File: src/design/tsa_pkg.sv
// Shared types and constants for the two-class time-share arbiter.
`default_nettype none

package tsa_pkg;

    localparam int unsigned FIELD_TIME_W = 48;
    localparam int unsigned PCT_W        = 7;
    localparam int unsigned CFG_IDX_W    = 1;

    localparam logic [PCT_W-1:0] PCT_FULL = 7'd100;

    localparam logic [1:0] REQ_START  = 2'd0;
    localparam logic [1:0] REQ_END    = 2'd1;
    localparam logic [1:0] REQ_DECIDE = 2'd2;
    localparam logic [1:0] REQ_UNUSED = 2'd3;

    localparam logic [1:0] STATUS_OK       = 2'd0;
    localparam logic [1:0] STATUS_NO_START = 2'd1;
    localparam logic [1:0] STATUS_SQ_FULL  = 2'd2;
    localparam logic [1:0] STATUS_EVICT    = 2'd3;

    localparam logic [1:0] ROLE_A    = 2'd0;
    localparam logic [1:0] ROLE_B    = 2'd1;
    localparam logic [1:0] ROLE_BOTH = 2'd2;

    localparam logic [CFG_IDX_W-1:0] REG_WINDOW_LENGTH   = 1'b0;
    localparam logic [CFG_IDX_W-1:0] REG_CLASS_A_PERCENT = 1'b1;

    typedef enum logic [1:0] {
        OP_START  = 2'd0,
        OP_END    = 2'd1,
        OP_DECIDE = 2'd2,
        OP_NONE   = 2'd3
    } t_op;

    typedef struct packed {
        t_op                     op;
        logic [FIELD_TIME_W-1:0] time_now;
        logic                    run_class;
        logic                    has_a;
        logic                    has_b;
        logic                    has_local;
    } t_item;

endpackage

`default_nettype wire

File: src/design/tsa_front.sv
// Front end: accepts items, classifies the request and queues it for the back end.
`default_nettype none

module tsa_front
    import tsa_pkg::*;
(
    input  wire logic                    i_clk,
    input  wire logic                    i_rst_n,
    input  wire logic                    i_start,
    output logic                         o_busy,
    input  wire logic [1:0]              i_req_type,
    input  wire logic [FIELD_TIME_W-1:0] i_time_now,
    input  wire logic                    i_run_class,
    input  wire logic                    i_has_class_a_work,
    input  wire logic                    i_has_class_b_work,
    input  wire logic                    i_has_local_work,
    output t_item                        o_item,
    output logic                         o_item_valid,
    input  wire logic                    i_pop
);

    t_item      r_q [2];
    logic       r_wp, r_rp;
    logic [1:0] r_cnt;
    logic [1:0] n_cnt;
    logic       push;
    t_item      in_item;

    assign o_busy       = (r_cnt == 2'd2);
    assign push         = i_start && !o_busy;
    assign o_item_valid = (r_cnt != 2'd0);
    assign o_item       = r_q[r_rp];

    always_comb begin
        in_item.time_now  = i_time_now;
        in_item.run_class = i_run_class;
        in_item.has_a     = i_has_class_a_work;
        in_item.has_b     = i_has_class_b_work;
        in_item.has_local = i_has_local_work;
        unique case (i_req_type)
            REQ_START:  in_item.op = OP_START;
            REQ_END:    in_item.op = OP_END;
            REQ_DECIDE: in_item.op = OP_DECIDE;
            REQ_UNUSED: in_item.op = OP_NONE;
            default:    in_item.op = OP_NONE;
        endcase
    end

    always_comb begin
        n_cnt = r_cnt;
        if (push && !i_pop) begin
            n_cnt = r_cnt + 2'd1;
        end else if (!push && i_pop) begin
            n_cnt = r_cnt - 2'd1;
        end
    end

    always_ff @(posedge i_clk) begin
        if (push) begin
            r_q[r_wp] <= in_item;
        end
        if (!i_rst_n) begin
            r_wp  <= 1'b0;
            r_rp  <= 1'b0;
            r_cnt <= 2'd0;
        end else begin
            r_cnt <= n_cnt;
            if (push) begin
                r_wp <= ~r_wp;
            end
            if (i_pop) begin
                r_rp <= ~r_rp;
            end
        end
    end

endmodule

`default_nettype wire

File: config.mk
export PLATFORM = sky130hd
export DESIGN_NAME = tsa_front
export DESIGN_NICKNAME = d
export VERILOG_FILES = /design/src/design/tsa_pkg.sv /design/src/design/tsa_front.sv
export SDC_FILE = /design/constraint.sdc
export NUM_CORES = 1
export LEC_CHECK = 0
export ABC_CLOCK_PERIOD_IN_PS = 9770
export BUFFER_PORTS_ARGS = -buffer_cell sky130_fd_sc_hd__buf_4
export CORE_ASPECT_RATIO = 2
export CORE_MARGIN = 10
export CORE_UTILIZATION = 56
export DETAILED_ROUTE_END_ITERATION = 8
export GPL_ROUTABILITY_DRIVEN = 0
export PLACE_DENSITY = 0.85
export SLEW_MARGIN = 5
export SYNTH_ARGS = -nofsm -noshare
export SYNTH_HDL_FRONTEND = slang
export SYNTH_SLANG_ARGS = --single-unit
File: constraint.sdc
create_clock -name i_clk -period 9.77 [get_ports i_clk]
set_input_delay 1.954 -clock i_clk [delete_from_list [all_inputs] [get_ports i_clk]]
set_output_delay 1.954 -clock i_clk [all_outputs]
set_load 0.01 [all_outputs]
==> results of run 1 <==
## report_power, final
group,leakage (nW),switching [W],internal (W)
clock network,0.295,0.000196,0.000422
registers,1.05,0.0000167,0.000588
logic,0.841,0.0000900,0.0000968
total,2.19,0.000303,0.00111
## state kept, by name (all words and copies together) (netlist names), named ones only
register,flops
r_cnt,2
r_rp,1
r_wp,1
r_q,108
## through the flow
step	cell area, um2	worst slack, ps	cells	util [%]
6_report	5690	5690	428	78.3
5_1_grt	5690	5570	428	78.3
4_1_cts	5690	5630	428	78.3
3_5_place_dp	5090	6070	396	70.1
3_3_place_gp	5090	6090	396	70.1
2_1_floorplan	4160	5150	195	-
## per-layer routing
metal  GRT usage (%)  wire [um]  up-vias
met5               0          0        -
li1                -          -     1016
met2            29.3       5380       78
met4            7.06        158        0
met3            6.90        583       15
met1            13.8       2740     1110
## cells by family after synthesis
| kind of cell | after synthesis | synth area share (%) |
|---|---|---|
| AO/OA/AOI/OAI | 4 | 0.662 |
| XOR/XNOR | 3 | 0.632 |
| adder cells (fa/ha/maj) | 1 | 0.301 |
| buffers and inverters | 11 | 1.93 |
| flip-flops | 113 | 80.4 |
| multiplexers | 54 | 14.6 |
| AND/OR/NAND/NOR | 9 | 1.44 |
## worst paths after layout
kind              startpoint         end  slack (ps)  depth (start not counted)
setup / recovery   flip-flop  o_item[35]        5690                          3
setup reg to reg    r_cnt[0]  r_q[1][36]        8040                          3
hold / removal      r_cnt[1]    r_cnt[1]         530                          2
hold reg to reg     r_cnt[1]    r_cnt[1]         530                          2
## layout make-up
| class | count | area share, % |
|---|---|---|
| clock buffers | 20 | 7.67 |
| clock inverters | 12 | 2.90 |
| inverters | 3 | 0.198 |
| multi-input cells | 71 | 13.0 |
| flip-flops and latches | 113 | 58.7 |
| well taps | 92 | 2.02 |
| repair buffers | 117 | 15.4 |
## cell usage in the layout, fill, tap and decap left out
master,synthesis,final
mux2_1,5,5
dfxtp_2,0,1
mux2_2,49,49
and3_2,0,1
o21ai_0,1,1
a21boi_1,1,1
ha_1,1,1
buf_4,0,117
clkinv_2,0,5
nand2b_2,1,1
and2_1,3,3
inv_2,1,1
or3_1,1,1
clkinvlp_4,0,1
nor2_1,1,1
nor3_4,0,1
clkinv_4,0,1
dfxtp_1,5,4
edfxtp_1,108,108
a21boi_0,1,1
xnor2_1,1,1
clkinv_1,0,1
clkbuf_1,2,3
clkbuf_16,0,17
bufinv_16,0,4
or2_2,1,1
o21a_1,1,1
xor2_1,2,2
inv_1,2,2
## worst min-delay path, stage by stage, from the launching register on
cell	delay, ps
dfxtp_1	330
o21ai_0	80
a21boi_1	60
==> results by group, run 1 <==
Status
  • Status: complete, no violations

Detailed routing
  • Vias: between 2,000 and 2,500
  • DRC viols: 0
  • DR iter-0 viols: ~110
  • Final WL: around 9000 um
  • Total iterations of the first detailed-routing run: 4
  • Wire per inst: ~21 um
  • DR vias/cell: 5.18
  • DRT antenna net count: 0

Logic synthesis
  • Largest area contributor in the synthesized netlist: edfxtp_1
  • Ranking of synthesized cells by area: edfxtp_1 78%, mux2_2 13%, dfxtp_1 2.4%, buf_6 1.4%, mux2_1 1.4%
  • Ys async rst share: 0%
  • Yosys warns: 0
  • Seq/Total Area, Yosys: approximately four fifths
  • Main flop type after synthesis: edfxtp_1
  • Library cells used by synthesis: 23
  • Synthesized Nets: 254
  • Post-Syn Area: roughly 0.0042 mm2
  • Post-synthesis instance total: slightly below 200
  • Synth cell count leaders: 108 x edfxtp_1, 49 x mux2_2, 5 x buf_6, 5 x dfxtp_1, 5 x mux2_1
  • Count leader, synth: edfxtp_1
  • Post-synth top area share: between 70% and 80%
  • Flop and latch count out of synthesis: 113
  • Syn_area_per_cell: between 20 and 25 um2
  • Number of synthesized flops with an enable pin: 108

Die
  • DIE HEIGHT: approximately 140 um
  • Rows: 44
  • Starting Density: 57.2%
  • IO Pins: ~110
  • Die X: ~80 um
  • CORE AREA: 0.00727 mm2
  • DIE AREA: 0.0115 mm2

CTS
  • Clock transition at path regs: about 50 ps
  • Clk_lat worst skew: around 400 ps
  • Clk buf depth: 2
  • CTS tree: yes
  • Clock sink count: 113
  • Cts-stage hold buffer count: 0
  • Postcts setup bufs: 0
  • Htree depth: 4
  • Num CTS Buffers: 17
  • Post_cts resized: 0
  • Clock root buffer master: clkbuf_16

Timing
  • Tmin final: approximately 4100 ps
  • Slew headroom: around 51%
  • Highest clock rate: around 250 MHz
  • Worst slew pin tran: 728 ps
  • Worst hold margin: between 500 and 600 ps
  • RSZ-0062 raised after global routing: false
  • Final setup fails: 0
  • Clock Skews: about 6.4 ps
  • Hold Fails Final Rpt: 0
  • Setup TNS: 0 ps
  • Final worst path period share: 41.7%
  • Pins Over Slew Limit: 0

Setup path
  • Slowest stage cell, crit path: dfxtp_2
  • Crit-path max FO: 31
  • CP Class: reg -> out
  • CP Capture Type: primary output
  • Crit path DAT: ~2100 ps
  • CP Launch Type: flip-flop
  • Critical path's most frequent cell: buf_4
  • WP data required: between 7000 and 8000 ps
  • CP max stage delay: approximately 700 ps
  • Delay-heaviest family, CP: flip-flops
  • Worst Path Buf+Inv: 2
  • Worst-path cell chain: buf_4, mux2_2, buf_4

Power
  • VDD IR max: roughly 0.00020 V
  • PwrDens: 248 mW/mm2
  • Pleak: between 2 and 2.5 nW
  • Power consumption: around 0.0014 W

Global route
  • Largest net degree at the start of global routing: 55
  • Total track usage: 15.8%
  • Total gr overflow: 0
  • Initial antenna violation count: 0
  • Vias in the first global route: roughly 2,500
  • First-pass GRT wire length: between 10,000 and 15,000 um

Placement
  • HPWL after detailed placement: between 5000 and 6000 um
  • I/O Buffers: between 100 and 150

Job
  • Max Cap Viol: 0

Finish
  • Ant. Diodes: 0
  • # fillers: approximately 420
  • Area occupied by registers: around 0.0033 mm2
  • Nets@finish: 382
  • Share of cells above drive strength 1: 59.5%
  • Synth-to-Final Area Change: 36.9%
  • Multi-input logic area: about 740 um2

Worst hold path
  • Hold Crit Class: reg -> reg
No activity file was read; power rests on OpenSTA's default activity.
==> run 2, diff against run 1 <==
Settings changed: ABC_CLOCK_PERIOD_IN_PS 9770 to 3900, CORE_UTILIZATION 56 to 52, PLACE_DENSITY 0.85 to 0.79.
Clock period 9.77 ns to 3.9 ns, I/O delays scaled along.
==> results by group, run 2 (synthesized netlist as in run 1, its figures left out) <==
Status
  • Status: complete, no violations

Setup path
  • CP max stage delay: 520 ps
  • Reg-to-reg startpoint: r_cnt[0]
  • CP Capture Type: primary output
  • Reg2reg setup slack: between 2000 and 2500 ps
  • Critical path's most frequent cell: buf_4
  • CP Class: reg -> out
  • WP data required: between 3000 and 4000 ps
  • CP Launch Type: flip-flop
  • FF-to-FF End: r_q[1][45]
  • Slowest stage cell, crit path: dfxtp_2
  • Crit-path max FO: 23
  • Crit path DAT: between 1500 and 2000 ps
  • Reg2Reg Depth: 3
  • Worst-path cell chain: buf_4, mux2_2, buf_4

Finish
  • Max reg flops: ~110
  • # fillers: 518
  • Nets@finish: 383
  • Multi-input logic area: 742 um2
  • Ant. Diodes: 0
  • Biggest register: r_q
  • Area occupied by registers: roughly 0.0033 mm2
  • Top Registers: r_q x108, r_cnt x2
  • Commonest non-fill, non-tap cell in the layout: buf_4
  • Highest-count cells in the layout ignoring fill and taps: 118 x buf_4, 108 x edfxtp_1, 49 x mux2_2
  • Share of cells above drive strength 1: between 50% and 60%
  • Synth-to-Final Area Change: 35.0%
  • Fin util: 71.2%

Die
  • CORE AREA: roughly 0.0079 mm2
  • IO Pins: 114
  • Starting Density: roughly 53%
  • Die X: roughly 83 um
  • DIE HEIGHT: 146 um
  • Rows: 46
  • DIE AREA: 0.0122 mm2

Detailed routing
  • Vias: roughly 2,100
  • Wire per inst: slightly below 20 um
  • DR vias/cell: 4.97
  • Final WL: 8370 um
  • DR iter-0 viols: 70
  • Total iterations of the first detailed-routing run: 4
  • DRT antenna net count: 0
  • DRC viols: 0

Power
  • Internal: about 0.0026 W
  • Power share of the clock group: approximately two fifths
  • Pleak: 2.15 nW
  • Reg power frac: around 46%
  • PwrDens: 586 mW/mm2
  • Sw power: between 0.0007 and 0.0008 W
  • Comb pwr share: 14.2%
  • VDD IR max: about 0.0005 V
  • Switching Fraction: between 20% and 30%

CTS
  • Cts-stage hold buffer count: 0
  • CTS tree: yes
  • Clk_lat worst skew: approximately 400 ps
  • Post_cts resized: 0
  • Htree depth: 4
  • Postcts setup bufs: 0
  • Clk buf depth: 2
  • Clock root buffer master: clkbuf_16
  • Clock sink count: between 100 and 150
  • Clock transition at path regs: 50 ps
  • Num CTS Buffers: 17

Timing
  • Clock Skews: 4.92 ps
  • Highest clock rate: roughly 380 MHz
  • Tmin final: around 2600 ps
  • Pins Over Slew Limit: 0
  • Slew headroom: between 50% and 60%
  • RSZ-0062 raised after global routing: false
  • Final setup fails: 0
  • Hold Fails Final Rpt: 0
  • Setup TNS: 0 ps
  • Final worst path period share: approximately 67%
  • Worst slew pin tran: about 730 ps

Job
  • Max Cap Viol: 0

Worst hold path
  • Min-delay src: r_cnt[1]
  • WHS Endpoint: r_cnt[1]
  • Hold Crit Class: reg -> reg
  • WHS Path Cells: 2

Global route
  • Vias in the first global route: roughly 2,500
  • Total gr overflow: 0
  • Initial antenna violation count: 0
  • Largest net degree at the start of global routing: 55
  • Total track usage: between 10 and 15%
  • First-pass GRT wire length: about 13,000 um

Placement
  • I/O Buffers: about 110
  • HPWL after detailed placement: 5880 um
-- run 2: worst max-delay path by stage --
stage                            end  slack, ps
after floorplan            r_q[0][0]        450
after global routing      o_item[29]       1180
after global placement    o_item[37]       1680
after CTS                 o_item[37]       1230
final                     o_item[37]       1280
after detailed placement  o_item[37]       1660
-- run 2: power groups by stage --
| stage | Combinational (W) | Sequential [W] | Clock, W |
|---|---|---|---|
| 4_1_cts | 0.000478 | 0.00151 | 0.00134 |
| 3_3_place_gp | 0.000468 | 0.00153 | 0 |
| 3_5_place_dp | 0.000475 | 0.00153 | 0 |
| 6_report | 0.000467 | 0.00151 | 0.00131 |
| 2_1_floorplan | 0.000246 | 0.00152 | 0 |
| 5_1_grt | 0.000502 | 0.00152 | 0.00141 |
-- run 2: layer usage --
| layer | part of all wire (%) | track usage (%) | wire [um] |
|---|---|---|---|
| met5 | 0 | 0 | 0 |
| met4 | 3.2 | 8.73 | 267 |
| met3 | 6.4 | 6.35 | 534 |
| met2 | 58 | 25.1 | 4830 |
| met1 | 33 | 11.4 | 2740 |
-- run 2: layout make-up --
type | count | share of cell area [%]
clock buffer | 21 | 7.84
multi-input combinational | 71 | 13.2
inverter | 3 | 0.201
timing repair buffer | 118 | 15.8
clock inverter | 10 | 1.25
tap | 96 | 2.14
sequential | 113 | 59.6
-- run 2: worst max-delay path, delay by kind of cell (launching register included) --
kind / cells / cell delay, ps
flip-flops: 1 / 520
buffers and inverters: 2 / 520
multiplexers: 1 / 400
-- run 2: metrics by stage --
step	cells	area (um2)	worst slack (ps)	hold WS [ps]	total power, W
detailed placement	401	5100	1660	503	0.00201
CTS	432	5610	1230	543	0.00333
finish	432	5610	1280	538	0.00329
global route	432	5610	1180	545	0.00343
global placement	401	5100	1680	491	0.00200
floorplan	195	4160	453	477	0.00177
==> run 3, diff against run 2 <==
Settings changed: ABC_CLOCK_PERIOD_IN_PS 3900 to 2410, CORE_UTILIZATION 52 to 47, PLACE_DENSITY 0.79 to 0.76.
Clock period 3.9 ns to 2.41 ns, I/O delays scaled along.
==> results by group, run 3 (synthesized netlist as in run 1, its figures left out) <==
Setup path
  • Crit-path max FO: 30
  • Reg2Reg Depth: 6
  • FF-to-FF End: r_cnt[1]
  • CP Launch Type: flip-flop
  • Reg2reg setup slack: 830 ps
  • WP data required: 1930 ps
  • CP Class: reg -> out
  • Crit path DAT: 1640 ps
  • Reg-to-reg startpoint: r_cnt[0]
  • CP Capture Type: primary output

Global route
  • Total track usage: roughly 14%
  • Largest net degree at the start of global routing: 31
  • First-pass GRT wire length: around 13,000 um
  • Initial antenna violation count: 0
  • Vias in the first global route: about 2,500
  • Total gr overflow: 0

Finish
  • Nets@finish: 384
  • Non-Filler Instances: between 400 and 500
  • # fillers: 613
  • Max reg flops: 108
  • Highest-count cells in the layout ignoring fill and taps: 119 x buf_4, 108 x edfxtp_1, 49 x mux2_2
  • Area occupied by registers: between 0.003 and 0.004 mm2
  • Synth-to-Final Area Change: 35.8%
  • Share of cells above drive strength 1: between 50% and 60%
  • Biggest register: r_q
  • Multi-input logic area: 742 um2
  • Top Registers: r_q x108, r_cnt x2
  • Commonest non-fill, non-tap cell in the layout: buf_4
  • Ant. Diodes: 0

CTS
  • Htree depth: 4
  • Clock transition at path regs: 50 ps
  • Clock root buffer master: clkbuf_16
  • Postcts setup bufs: 0
  • Clk_lat worst skew: roughly 400 ps
  • Clock sink count: approximately 110
  • Post_cts resized: 0
  • Num CTS Buffers: 17
  • Cts-stage hold buffer count: 0
  • Clk buf depth: 2
  • CTS tree: yes

Timing
  • Worst hold margin: roughly 260 ps
  • Setup TNS: 0 ps
  • Worst slew pin tran: 399 ps
  • RSZ-0062 raised after global routing: false
  • Slew headroom: about 73%
  • Clock Skews: ~4.1 ps
  • Final setup fails: 0
  • Pins Over Slew Limit: 0
  • Tmin final: about 2100 ps
  • Highest clock rate: between 400 and 500 MHz
  • Hold Fails Final Rpt: 0
  • Final worst path period share: a little under 90%

Power
  • PwrDens: 962 mW/mm2
  • VDD IR max: approximately 0.00082 V
  • Pleak: around 2.2 nW

Worst hold path
  • WHS Endpoint: r_q[1][7]
  • WHS Path Cells: 1
  • Hold Crit Class: in -> reg
  • Min-delay src: i_time_now[3]

Die
  • Rows: 48
  • DIE HEIGHT: around 150 um
  • Starting Density: between 40% and 50%
  • IO Pins: ~110
  • CORE AREA: 0.00865 mm2
  • DIE AREA: roughly 0.013 mm2
  • Die X: 86.5 um

Job
  • Max Cap Viol: 0

Placement
  • Placed cells: a little over 400
  • I/O Buffers: 113
  • HPWL after detailed placement: 6280 um

Detailed routing
  • Final WL: 8740 um
  • Vias: around 2,200
  • DR vias/cell: 5.05
  • Wire per inst: between 20 and 25 um
  • Total iterations of the first detailed-routing run: 4
  • DRC viols: 0
  • DR iter-0 viols: 90
  • DRT antenna net count: 0

Status
  • Status: complete, no violations
## run 3: stage by stage
step           instance area [um2]  setup slack (ps)  power (W)  utilization [%]
4_1_cts                       5650               265    0.00550             65.3
2_1_floorplan                 4160              97.7    0.00286                -
3_5_place_dp                  5120               697    0.00326             59.2
3_3_place_gp                  5120               696    0.00324             59.2
6_report                      5650               291    0.00543             65.3
5_1_grt                       5650               235    0.00565             65.3
## run 3: worst max-delay path, cell delays in order, from the launching register on
cell and delay [ps]:
dfxtp_2 320, buf_4 350, mux2_2 400, buf_4 150
## run 3: cell type report
type | instances | area share, %
clock buffer | 19 | 7.67
clock inverter | 11 | 1.73
inverter | 3 | 0.199
multi-input combinational | 71 | 13.1
sequential | 113 | 59.2
tap | 100 | 2.22
timing repair buffer | 119 | 15.8
## run 3: power breakdown
| part | internal (W) | switching, W | total (W) | leakage [nW] |
|---|---|---|---|---|
| registers | 0.00239 | 0.0000521 | 0.00244 | 1.05 |
| logic | 0.000396 | 0.000372 | 0.000769 | 0.851 |
| clock network | 0.00147 | 0.000755 | 0.00223 | 0.261 |
## run 3: per-layer routing
layer  part of all wire, %  track usage (%)  up-vias
li1                      -                -     1018
met1                    30             11.3     1075
met2                    58             24.4       80
met3                   7.2             5.43       28
met4                   4.8             10.6        0
met5                     0                0        -
## run 3: how the worst max path moves through the flow
stage | cells past startpoint | from | endpoint | slack (ps)
floorplan | 2 | i_start | r_q[0][0] | 100
global placement | 3 | flip-flop | o_item[4] | 700
detailed placement | 3 | flip-flop | o_item[4] | 700
CTS | 3 | flip-flop | o_item[4] | 260
global route | 3 | flip-flop | o_item[4] | 230
finish | 3 | flip-flop | o_item[19] | 290
